`config.mk`:
```
export PLATFORM = sky130hd
export DESIGN_NAME = tcw_ctrl
export DESIGN_NICKNAME = d
export VERILOG_FILES = /design/src/rtl/tcw_pkg.sv /design/src/rtl/tcw_ctrl.sv
export SDC_FILE = /design/constraint.sdc
export NUM_CORES = 1
export LEC_CHECK = 0
export ABC_AREA = 1
export BUFFER_PORTS_ARGS = -buffer_cell sky130_fd_sc_hd__buf_2
export CAP_MARGIN = 20
export CORE_ASPECT_RATIO = 0.8
export CORE_MARGIN = 1.5
export CORE_UTILIZATION = 30
export CTS_BUF_LIST = sky130_fd_sc_hd__clkbuf_4 sky130_fd_sc_hd__clkbuf_8
export DETAILED_ROUTE_END_ITERATION = 16
export HOLD_SLACK_MARGIN = 0.15
export PLACE_DENSITY = 0.53
export SLEW_MARGIN = 20
export SYNTH_ARGS = -nofsm -noshare
export SYNTH_HDL_FRONTEND = slang
export SYNTH_SLANG_ARGS = --single-unit
```
`constraint.sdc`:
```
create_clock -name clk_i -period 3.3 [get_ports clk_i]
set_input_delay 0.66 -clock clk_i [delete_from_list [all_inputs] [get_ports clk_i]]
set_output_delay 0.66 -clock clk_i [all_outputs]
set_load 0.01 [all_outputs]
```
`src/rtl/tcw_pkg.sv`:
```
package tcw_pkg;

  typedef enum logic [1:0] {
    CMD_WRITE = 2'd0,
    CMD_CLEAR = 2'd1,
    CMD_READ  = 2'd2
  } tcw_cmd_e;

  localparam logic [7:0] CHAR_NEWLINE   = 8'd10;
  localparam logic [7:0] CHAR_BACKSPACE = 8'd8;
  localparam logic [7:0] CHAR_SPACE     = 8'h20;
  localparam logic [7:0] CHAR_NULL      = 8'h00;
  localparam logic [7:0] ATTR_RESET     = 8'h07;

  typedef struct packed {
    logic [1:0]  command;
    logic [7:0]  char_code;
    logic [10:0] cell_index;
  } tcw_req_t;

  typedef struct packed {
    logic [10:0] cursor_now;
    logic [15:0] cell_word;
  } tcw_rsp_t;

endpackage

```
`src/rtl/tcw_ctrl.sv`:
```
module tcw_ctrl import tcw_pkg::*; #(
  parameter int COLUMNS = 80,
  parameter int ROWS    = 25,
  parameter int AddrW   = 11
) (
  input  logic             clk_i,
  input  logic             rst_ni,
  input  logic [7:0]       attr_i,
  input  logic             req_valid_i,
  output logic             req_ready_o,
  input  tcw_req_t         req_i,
  output logic             rsp_valid_o,
  input  logic             rsp_ready_i,
  output tcw_rsp_t         rsp_o,
  output logic             mem_we_o,
  output logic [AddrW-1:0] mem_waddr_o,
  output logic [15:0]      mem_wdata_o,
  output logic             mem_re_o,
  output logic [AddrW-1:0] mem_raddr_o,
  input  logic [15:0]      mem_rdata_i
);

  localparam int CELLS = COLUMNS * ROWS;
  localparam int LAST  = COLUMNS * (ROWS - 1);
  localparam int ColW  = $clog2(COLUMNS);

  typedef enum logic [2:0] {
    ST_CLEAR,
    ST_IDLE,
    ST_READ,
    ST_COPY,
    ST_FILL,
    ST_DONE
  } state_e;

  state_e           state_q;
  logic             init_q;
  logic [AddrW-1:0] cnt_q;
  logic [AddrW-1:0] cursor_q;
  logic [ColW-1:0]  col_q;
  logic [15:0]      fill_q;
  logic [15:0]      word_q;
  logic             rd_ok_q;
  tcw_rsp_t         rsp_q;
  logic             rsp_valid_q;

  logic             accept;
  logic [AddrW:0]   cur_ext;
  logic [AddrW:0]   cur_d;
  logic [ColW-1:0]  col_d;
  logic             wrap;
  logic             is_nl;
  logic             is_bs;
  logic             at_home;
  logic [AddrW:0]   copy_src;

  assign accept  = req_valid_i && req_ready_o;
  assign cur_ext = {1'b0, cursor_q};
  assign is_nl   = req_i.char_code == CHAR_NEWLINE;
  assign is_bs   = req_i.char_code == CHAR_BACKSPACE;
  assign at_home = cursor_q == '0;

  always_comb begin
    cur_d = cur_ext;
    col_d = col_q;
    if (is_nl) begin
      cur_d = cur_ext - (AddrW+1)'(col_q) + (AddrW+1)'(COLUMNS);
      col_d = '0;
    end else if (is_bs) begin
      if (!at_home) begin
        cur_d = cur_ext - 1'b1;
        col_d = (col_q == '0) ? ColW'(COLUMNS - 1) : col_q - 1'b1;
      end
    end else begin
      cur_d = cur_ext + 1'b1;
      col_d = (col_q == ColW'(COLUMNS - 1)) ? '0 : col_q + 1'b1;
    end
  end

  assign wrap     = cur_d >= (AddrW+1)'(CELLS);
  assign copy_src = {1'b0, cnt_q} + (AddrW+1)'(COLUMNS);

  always_comb begin
    mem_we_o    = 1'b0;
    mem_waddr_o = cursor_q;
    mem_wdata_o = {attr_i, CHAR_SPACE};
    mem_re_o    = 1'b0;
    mem_raddr_o = AddrW'(req_i.cell_index);
    case (state_q)
      ST_IDLE: begin
        if (accept && req_i.command == CMD_WRITE && !is_nl && !(is_bs && at_home)) begin
          mem_we_o = 1'b1;
          if (is_bs) begin
            mem_waddr_o = cursor_q - 1'b1;
          end else begin
            mem_wdata_o = {attr_i, req_i.char_code};
          end
        end
        mem_re_o = accept && req_i.command == CMD_READ;
      end
      ST_COPY: begin
        mem_re_o    = cnt_q != AddrW'(LAST);
        mem_raddr_o = copy_src[AddrW-1:0];
        mem_we_o    = cnt_q != '0;
        mem_waddr_o = cnt_q - 1'b1;
        mem_wdata_o = mem_rdata_i;
      end
      ST_FILL: begin
        mem_we_o    = 1'b1;
        mem_waddr_o = cnt_q;
      end
      ST_CLEAR: begin
        mem_we_o    = 1'b1;
        mem_waddr_o = cnt_q;
        mem_wdata_o = fill_q;
      end
      default: begin
      end
    endcase
  end

  always_ff @(posedge clk_i or negedge rst_ni) begin
    if (!rst_ni) begin
      state_q     <= ST_CLEAR;
      init_q      <= 1'b1;
      cnt_q       <= '0;
      cursor_q    <= '0;
      col_q       <= '0;
      fill_q      <= '0;
      word_q      <= '0;
      rd_ok_q     <= 1'b0;
      rsp_q       <= '0;
      rsp_valid_q <= 1'b0;
    end else begin
      if (rsp_valid_q && rsp_ready_i && state_q != ST_DONE) begin
        rsp_valid_q <= 1'b0;
      end
      case (state_q)
        ST_CLEAR: begin
          if (cnt_q == AddrW'(CELLS - 1)) begin
            cnt_q   <= '0;
            init_q  <= 1'b0;
            state_q <= init_q ? ST_IDLE : ST_DONE;
          end else begin
            cnt_q <= cnt_q + 1'b1;
          end
        end
        ST_IDLE: begin
          if (accept) begin
            word_q <= '0;
            case (req_i.command)
              CMD_WRITE: begin
                if (wrap) begin
                  cursor_q <= AddrW'(LAST);
                  col_q    <= '0;
                  cnt_q    <= '0;
                  state_q  <= ST_COPY;
                end else begin
                  cursor_q <= cur_d[AddrW-1:0];
                  col_q    <= col_d;
                  state_q  <= ST_DONE;
                end
              end
              CMD_CLEAR: begin
                fill_q   <= {attr_i, CHAR_NULL};
                cursor_q <= '0;
                col_q    <= '0;
                cnt_q    <= '0;
                state_q  <= ST_CLEAR;
              end
              CMD_READ: begin
                rd_ok_q <= 32'(req_i.cell_index) < CELLS;
                state_q <= ST_READ;
              end
              default: begin
                state_q <= ST_DONE;
              end
            endcase
          end
        end
        ST_READ: begin
          word_q  <= rd_ok_q ? mem_rdata_i : '0;
          state_q <= ST_DONE;
        end
        ST_COPY: begin
          if (cnt_q == AddrW'(LAST)) begin
            state_q <= ST_FILL;
          end else begin
            cnt_q <= cnt_q + 1'b1;
          end
        end
        ST_FILL: begin
          if (cnt_q == AddrW'(CELLS - 1)) begin
            cnt_q   <= '0;
            state_q <= ST_DONE;
          end else begin
            cnt_q <= cnt_q + 1'b1;
          end
        end
        ST_DONE: begin
          if (!rsp_valid_q || rsp_ready_i) begin
            rsp_valid_q      <= 1'b1;
            rsp_q.cursor_now <= 11'(cursor_q);
            rsp_q.cell_word  <= word_q;
            state_q          <= ST_IDLE;
          end
        end
        default: begin
          state_q <= ST_IDLE;
        end
      endcase
    end
  end

  assign req_ready_o = state_q == ST_IDLE;
  assign rsp_valid_o = rsp_valid_q;
  assign rsp_o       = rsp_q;

endmodule
```
Yosys cells after proc, flatten, opt, wreduce, memory -nomap -nowiden --
Cells that the tools add are included.
Operators by class: add/sub/neg operators 10, $lt $le $gt $ge 2, equal/unequal tests 23, multiplexer cells 43, reductions and logical operators 30
Operator list (number):
- two-way mux 11 bit | 8
- case mux 11 bit (3 select lines) | 2
- case mux 16 bit (3 select lines) | 1
- case mux 11 bit (2 select lines) | 2
- two-way mux 7 bit | 6
- two-way mux 12 bit | 3
- two-way mux 16 bit | 2
- case mux 16 bit (2 select lines) | 1
- == test 11 bit, second input constant | 2
- subtractor 11 x 1 -> 11 bit, second input constant | 2
- two-way mux 3 bit | 7
- case mux 3 bit (6 select lines) | 1
- == test 8 x 4 -> 1 bit, second input constant | 2
- two-way mux 8 bit | 2
- case mux 7 bit (2 select lines) | 1
- adder 11 x 1 -> 12 bit, second input constant | 1
- adder 12 x 7 -> 12 bit, second input constant | 1
- greater-or-equal comparator 12 x 11 -> 1 bit, second input constant | 1
- subtractor 11 x 1 -> 12 bit, second input constant | 1
- subtractor 11 x 7 -> 12 bit | 1
- adder 11 x 1 -> 11 bit, second input constant | 1
- adder 11 x 7 -> 11 bit, second input constant | 1
- zero test 11 bit | 1
- < comparator 11 bit, second input constant | 1
- other kinds (32) | 57
Word-level totals: bits in registers 86, bits of input ports 49, word-level logic and storage cells 119

Longest topological paths before layout --
Gate-level depths: netlist (run 1).
depth in word-level cells 9, gate-level depth with buffers 23, mapped depth without buffers 21

Worst setup path after synthesis (run 1) --
Ideal clock, no wire load.
path kind input -> output, from in req_i[11] in the netlist's numbering, to out mem_waddr_o[7], arrival time 2.200 ns, setup slack 0.440 ns, cell stages on the path 12, buffers on the path 2, cell sequence inv_1 nand3_1 nor3_4 inv_2 buf_2 nand3_1 nor2_4 nand2_2 buf_4 a21oi_1 o21ai_1 o2111ai_1
Between the ends: longest elaborated chain between the ends 6
Ends and longest elaborated chain:
- start: declaration | line tcw_ctrl.sv:11 | input tcw_req_t req_i,
- == test 8 x 4 -> 1 bit (on tied branches) | line tcw_ctrl.sv:59, tcw_ctrl.sv:60
- zero test 1 bit / logical AND 1 bit (equally long branches) | line tcw_ctrl.sv:91 | if (accept && req_i.command == CMD_WRITE && !is_nl && !(is_bs && at_home)) begin
- logical AND 1 bit / zero test 1 bit (equally long branches) | line tcw_ctrl.sv:91
- logical AND 1 bit | line tcw_ctrl.sv:91
- two-way mux 11 bit (*) | line tcw_ctrl.sv:91
- case mux 11 bit (3 select lines) (*) | line tcw_ctrl.sv:89 | case (state_q)
- end: declaration | line tcw_ctrl.sv:16 | output logic [AddrW-1:0] mem_waddr_o,
Every way passes the cells marked *; elsewhere a longest branch is shown, timed or not.

Final worst setup path (run 1) --
from reg state_q[1], to out mem_waddr_o[4]
Between the ends: longest elaborated chain between the ends 7
Ends and longest elaborated chain:
- start: declaration | line tcw_ctrl.sv:36 | state_e state_q;
- start signal: assignment | line tcw_ctrl.sv:143 | state_q <= init_q ? ST_IDLE : ST_DONE;
- == test 3 x 1 -> 1 bit | line tcw_ctrl.sv:89, tcw_ctrl.sv:215
- logical AND 1 bit | line tcw_ctrl.sv:57 | assign accept = req_valid_i && req_ready_o;
- logical AND 1 bit (3 in a row) | line tcw_ctrl.sv:91
- two-way mux 11 bit | line tcw_ctrl.sv:91
- case mux 11 bit (3 select lines) (*) | line tcw_ctrl.sv:89
Marked as above.

==> flow_metrics.tcl, run 1 <==
set metrics [dict create \
    synth_top_family_by_area "simple AND/OR/NAND/NOR gates" \
    p_sw_mw 0.754 \
    clock_sinks 86 \
    cp_top_family "simple AND/OR/NAND/NOR gates" \
    cts_inserted_buffers 9 \
    cp.depth 12 \
    drtIter0Drc 663 \
    relSlewSlack_pct 47.4 \
    hpwl_mm 17.5 \
    fin_worst_hold_slack_ns 0.323 \
    netlist_instances 972 \
    fp.dieW_um 170 \
    r2r_start "cursor_q[1]" \
    use_met1_pct 31.5 \
    power_leakage_nw 4.09 \
    powerDensity_mw_per_mm2 289 \
    gp_congestion 0.893 \
    path_class "flip-flop to primary output" \
    ant_nets 0 \
    path_cells "inv_1 > nand2_1 > nor2_4 > inv_1 > nor2_4 > nand3_1 > nor2_4 > nand2_4 > buf_6 > o211ai_1 > o2111ai_2 > buf_2" \
    grt_util_met3_pct 3.47 \
    min_period_ns 3.17 \
    rows 48 \
    cap_violations 0 \
    p_clk_share_pct 35.4 \
    max_stage_delay_ns 0.43 \
    grt_util_all_layers_pct 19.9 \
    start_util_pct 30.8 \
    ctsRootBufferMaster "clkbuf_8" \
    arrival_ns 2.51 \
    r2r_cells 17 \
    synth_compound_area_share_pct 17.0 \
    muxShareOfSynthArea_pct 0 \
    hold_class "input pin to async pin" \
    die-area_mm2 0.0232 \
    synth_seq_cells 86 \
    worst_pin_slew_ns 0.787 \
    hold_viol_final 0 \
    final_common_cell "nand2_1" \
    dpl_cell_area_mm2 0.00782 \
    drive_gt1_share_pct 21.1 \
    yosysWarningCount 0 \
    cts_hold_buf 0 \
    endpoint_kind "primary output" \
    syn_to_final_growth_pct 22.0 \
    required_ns 2.64 \
    syn_area_mm2 0.00670 \
    status "complete, no violations" \
    r2r_end "col_q[3]" \
    io_buffers 117 \
    worst_clock_skew_ns 0.0177 \
    endpoint "mem_waddr_o[4]" \
    fin_ws_ns 0.126 \
    crit_path_start "state_q[1]" \
    cp-start-kind "flip-flop" \
    slew_violations 0 \
    clkTransAtPathRegs_ns 0.10 \
    synth-edff-count 0 \
    route.vias.total 7012 \
    seqPwrFrac_pct 46.1 \
    internal_power_mw 1.61 \
    viasPerCell 4.95 \
    synth_ff_type "dfrtp_1" \
    syn_area_per_cell_um2 6.89 \
    wl_per_cell_um 15.9 \
    final_cell_mix "231 x nand2_1, 120 x inv_1, 116 x buf_2" \
    worstSkewPairLatency_ns 0.39 \
    grt_pass1_wl_mm 35.6 \
    setup_viol 0 \
    yosys.cell_types.count 46 \
    design_area_mm2 0.00817 \
    drc 0 \
    async_reset_ff_share_pct 100 \
    die_height_um 137 \
    use_met2_pct 27.7 \
    critPathMaxFanout 12 \
    yosys.area_share.simple_pct 30.5 \
    synthXorXnorAreaFrac_pct 3.27 \
    yosysSeqAreaShare_pct 32.2 \
    worst-path-buf-inv 4 \
    clock_path_buffers 2 \
    coreArea_mm2 0.0217 \
    overflow 0 \
    ios 118 \
    grt_start_max_net_pins 52 \
    first_global_vias 6215 \
    top_usage_layer "met1" \
    post-place-ws_ns 0.183 \
    dr.pass1.iters 5 \
    ir_drop_mv 0.131 \
    tritoncts "yes" \
    synth.net_count 1057 \
    antenna_found_initial 1 \
    synth_fa_ha_area_share_pct 6.84 \
    period_share_pct 96.2 \
    pwr-share-comb_pct 18.5 \
    max_freq_mhz 315 \
    worst-r2r-setup-slack_ns 0.24 \
    antenna_cells 0 \
    htreeDepth 3 \
    critPathMostFrequentCell "nor2_4" \
    finalWirelength_mm 22.6 \
    fin_nets 1197 \
    slowest_stage "dfrtp_1" \
    p_sw_share_pct 32.0 \
]
[power groups by stage]
| stage | Combinational (mW) | Clock, mW | Sequential [mW] |
|---|---|---|---|
| 4_1_cts | 0.430 | 0.856 | 1.09 |
| 5_1_grt | 0.495 | 0.894 | 1.09 |
| 3_3_place_gp | 0.422 | 0 | 1.11 |
| 3_5_place_dp | 0.423 | 0 | 1.11 |
| 2_1_floorplan | 0.259 | 0 | 1.10 |
| 6_report | 0.437 | 0.836 | 1.09 |
[worst min path at each step]
stage               startpoint        to  cells after the start
finish                  rst_ni  rsp_o[0]                      1
global route            rst_ni  rsp_o[0]                      1
CTS                     rst_ni  rsp_o[5]                      1
detailed placement    rsp_o[3]  rsp_o[3]                      2
global placement        init_q    init_q                      2
floorplan               rst_ni  cnt_q[0]                      0
[registers in the layout, indices dropped and copies added (netlist names)]
name,count
init_q,1
cnt_q,11
fill_q,8
state_q,3
rsp_valid_o,1
rsp_o,27
cursor_q,11
rd_ok_q,1
word_q,16
col_q,7
[per-layer routing]
metal,up-vias,part of all wire (%)
li1,3505,-
met3,13,6.1
met1,3271,54
met2,223,40
met5,-,0
met4,0,0.73
[Yosys cell counts (13+ instances only)]
| cell type | count | share of area [%] |
|---|---|---|
| o21ai_0 | 100 | 7.5 |
| nor3_1 | 13 | 0.97 |
| nand2_1 | 232 | 13 |
| dfrtp_1 | 85 | 32 |
| nor2_1 | 78 | 4.4 |
| inv_1 | 122 | 6.8 |
| ha_1 | 35 | 6.5 |
| o22ai_1 | 23 | 2.1 |
| nand3_1 | 85 | 6.4 |
| clkbuf_1 | 23 | 1.3 |
| a21oi_1 | 33 | 2.5 |
| xor2_1 | 22 | 2.9 |
[what timing repair did]
| action | 4_1_cts | 5_1_grt |
|---|---|---|
| setup buffers | 4 | 7 |
| resized for setup | 9 | 8 |
| endpoints found under the hold margin | 0 | 0 |
| setup endpoints to repair | 10 | 37 |
| pin swaps | 3 | 2 |
[final cells by class]
cell class	count	area [µm²]
Fill cell	2389	13600
Multi-Input combinational cell	713	3910
Sequential cell	86	2160
Timing Repair Buffer	164	995
Inverter	138	523
Tap cell	300	375
Clock buffer	9	124
Clock inverter	7	87.6
[logic make-up (layout without fill, tap and decap cells)]
family | Yosys count | in the layout
buffers and inverters | 173 | 318
adder cells (fa/ha/maj) | 36 | 36
XOR/XNOR | 25 | 25
AND/OR/NAND/NOR | 454 | 454
AO/OA/AOI/OAI | 198 | 198
flip-flops | 86 | 86
[per-stage QoR]
| step | power, mW | util [%] | instances | TNS, ns |
|---|---|---|---|---|
| 3_3_place_gp | 1.53 | 36.0 | 1390 | 0 |
| 5_1_grt | 2.48 | 37.6 | 1417 | -0.00936 |
| 6_report | 2.36 | 37.6 | 1417 | 0 |
| 2_1_floorplan | 1.36 | - | 972 | 0 |
| 3_5_place_dp | 1.53 | 36.0 | 1390 | 0 |
| 4_1_cts | 2.37 | 37.2 | 1410 | 0 |
(Power assumes the default switching activity.)
==> run 2: changes to the inputs <==
==> constraint.sdc (replaced) <==
create_clock -name clk_i -period 3.85 [get_ports clk_i]
set_input_delay 0.77 -clock clk_i [delete_from_list [all_inputs] [get_ports clk_i]]
set_output_delay 0.77 -clock clk_i [all_outputs]
set_load 0.01 [all_outputs]
==> flow_metrics.tcl, run 2 (synthesis results as in run 1) <==
set metrics [dict create \
    worst_clock_skew_ns 0.0148 \
    clock_path_buffers 2 \
    cap_violations 0 \
    ir_drop_mv 0.123 \
    powerDensity_mw_per_mm2 247 \
    finalPower_mw 1.94 \
    route.vias.total 6934 \
    post-place-ws_ns 0.275 \
    drc 0 \
    worst-path-buf-inv 3 \
    cp-start-kind "flip-flop" \
    ios 118 \
    cts_inserted_buffers 9 \
    overflow 0 \
    clock_sinks 86 \
    antenna_cells 0 \
    critPathMaxFanout 16 \
    endpoint_kind "primary output" \
    power_leakage_nw 3.92 \
    min_period_ns 3.61 \
    hpwl_mm 17.2 \
    coreArea_mm2 0.0217 \
    wl_per_cell_um 16.1 \
    drtIter0Drc 634 \
    r2r_cells 20 \
    worstSkewPairLatency_ns 0.39 \
    grt_pass1_wl_mm 34.9 \
    arrival_ns 2.84 \
    fin_nets 1169 \
    tritoncts "yes" \
    io_buffers 117 \
    status "complete, no violations" \
    final_cell_mix "231 x nand2_1, 121 x inv_1, 116 x buf_2" \
    tns_ns 0 \
    die_height_um 137 \
    seq_area_mm2 0.00215 \
    die-area_mm2 0.0232 \
    critPathMostFrequentCell "nor2_4" \
    clkTransAtPathRegs_ns 0.11 \
    first_global_vias 6178 \
    worst_pin_slew_ns 0.842 \
    cp.depth 13 \
    multi_input_area_mm2 0.00386 \
    cp_top_family "simple AND/OR/NAND/NOR gates" \
    syn_to_final_growth_pct 17.0 \
    gp_congestion 0.874 \
    htreeDepth 3 \
    dr.pass1.iters 5 \
    largest_register_ff_count 27 \
    rows 48 \
    grt_util_all_layers_pct 19.5 \
    viasPerCell 4.99 \
    path_class "flip-flop to primary output" \
    fin_ws_ns 0.236 \
    fp.dieW_um 170 \
    hold_class "input pin to async pin" \
    start_util_pct 30.8 \
    ant_nets 0 \
    path_cells "inv_2 > ha_1 > nand3_2 > nor2_4 > nand3_4 > nor2_4 > nor2_4 > nand2_4 > inv_1 > a31oi_1 > o21ai_0 > o2111ai_1 > buf_2" \
    max_freq_mhz 277 \
    finalWirelength_mm 22.3 \
    setup_viol 0 \
    slew_violations 0 \
    hold_viol_final 0 \
    drive_gt1_share_pct 18.2 \
    fin_worst_hold_slack_ns 0.386 \
    period_share_pct 93.9 \
    final_util_pct 36.1 \
    grt_start_max_net_pins 45 \
    required_ns 3.08 \
    max_stage_delay_ns 0.41 \
    antenna_found_initial 0 \
    slowest_stage "dfrtp_1" \
    fillers 2400 \
    relSlewSlack_pct 43.6 \
    final_common_cell "nand2_1" \
    rsz0062_at_grt "no" \
    ctsRootBufferMaster "clkbuf_8" \
]
-- run 2: area by class of cell --
type | count | area share, %
multi-input combinational | 713 | 49.3
timing repair buffer | 136 | 9.32
clock buffer | 10 | 1.76
inverter | 138 | 6.69
sequential | 86 | 27.5
clock inverter | 6 | 0.670
tap | 300 | 4.79
-- run 2: final timing paths --
path / start / end / slack [ns]
max in group asynchronous: rst_ni / word_q[13] / 2.68
setup / recovery: cursor_q[0] / mem_waddr_o[9] / 0.24
setup reg to reg: cursor_q[0] / cnt_q[10] / 0.47
hold reg to reg: init_q / init_q / 0.48
min in group clk_i: init_q / init_q / 0.48
hold / removal: rst_ni / rsp_o[0] / 0.39
-- run 2: per-layer routing --
metal | up-vias | wire length (µm) | global-route usage, %
met5 | - | 0 | 0
met4 | 0 | 147 | 2.85
met3 | 9 | 1620 | 4.66
met2 | 241 | 8750 | 27.6
met1 | 3238 | 11800 | 29.9
li1 | 3446 | - | -
-- run 2: power breakdown --
group	internal, mW	leakage [nW]	switching, mW
Combinational	0.121	2.79	0.221
Sequential	0.918	1.04	0.0197
Clock	0.263	0.0914	0.394
Total	1.30	3.92	0.635
-- run 2: what timing repair did --
item                                    CTS  global route
buffers inserted                          0             0
gates resized for setup                   0             2
endpoints found under the hold margin     0             0
hold buffers                              0             0
endpoints found under the setup margin    0             4
-- run 2: stage by stage --
| stage | area [µm²] | cells |
|---|---|---|
| 2_1_floorplan | 6700 | 972 |
| 3_3_place_gp | 7640 | 1373 |
| 3_5_place_dp | 7640 | 1373 |
| 4_1_cts | 7830 | 1389 |
| 5_1_grt | 7840 | 1389 |
| 6_report | 7840 | 1389 |
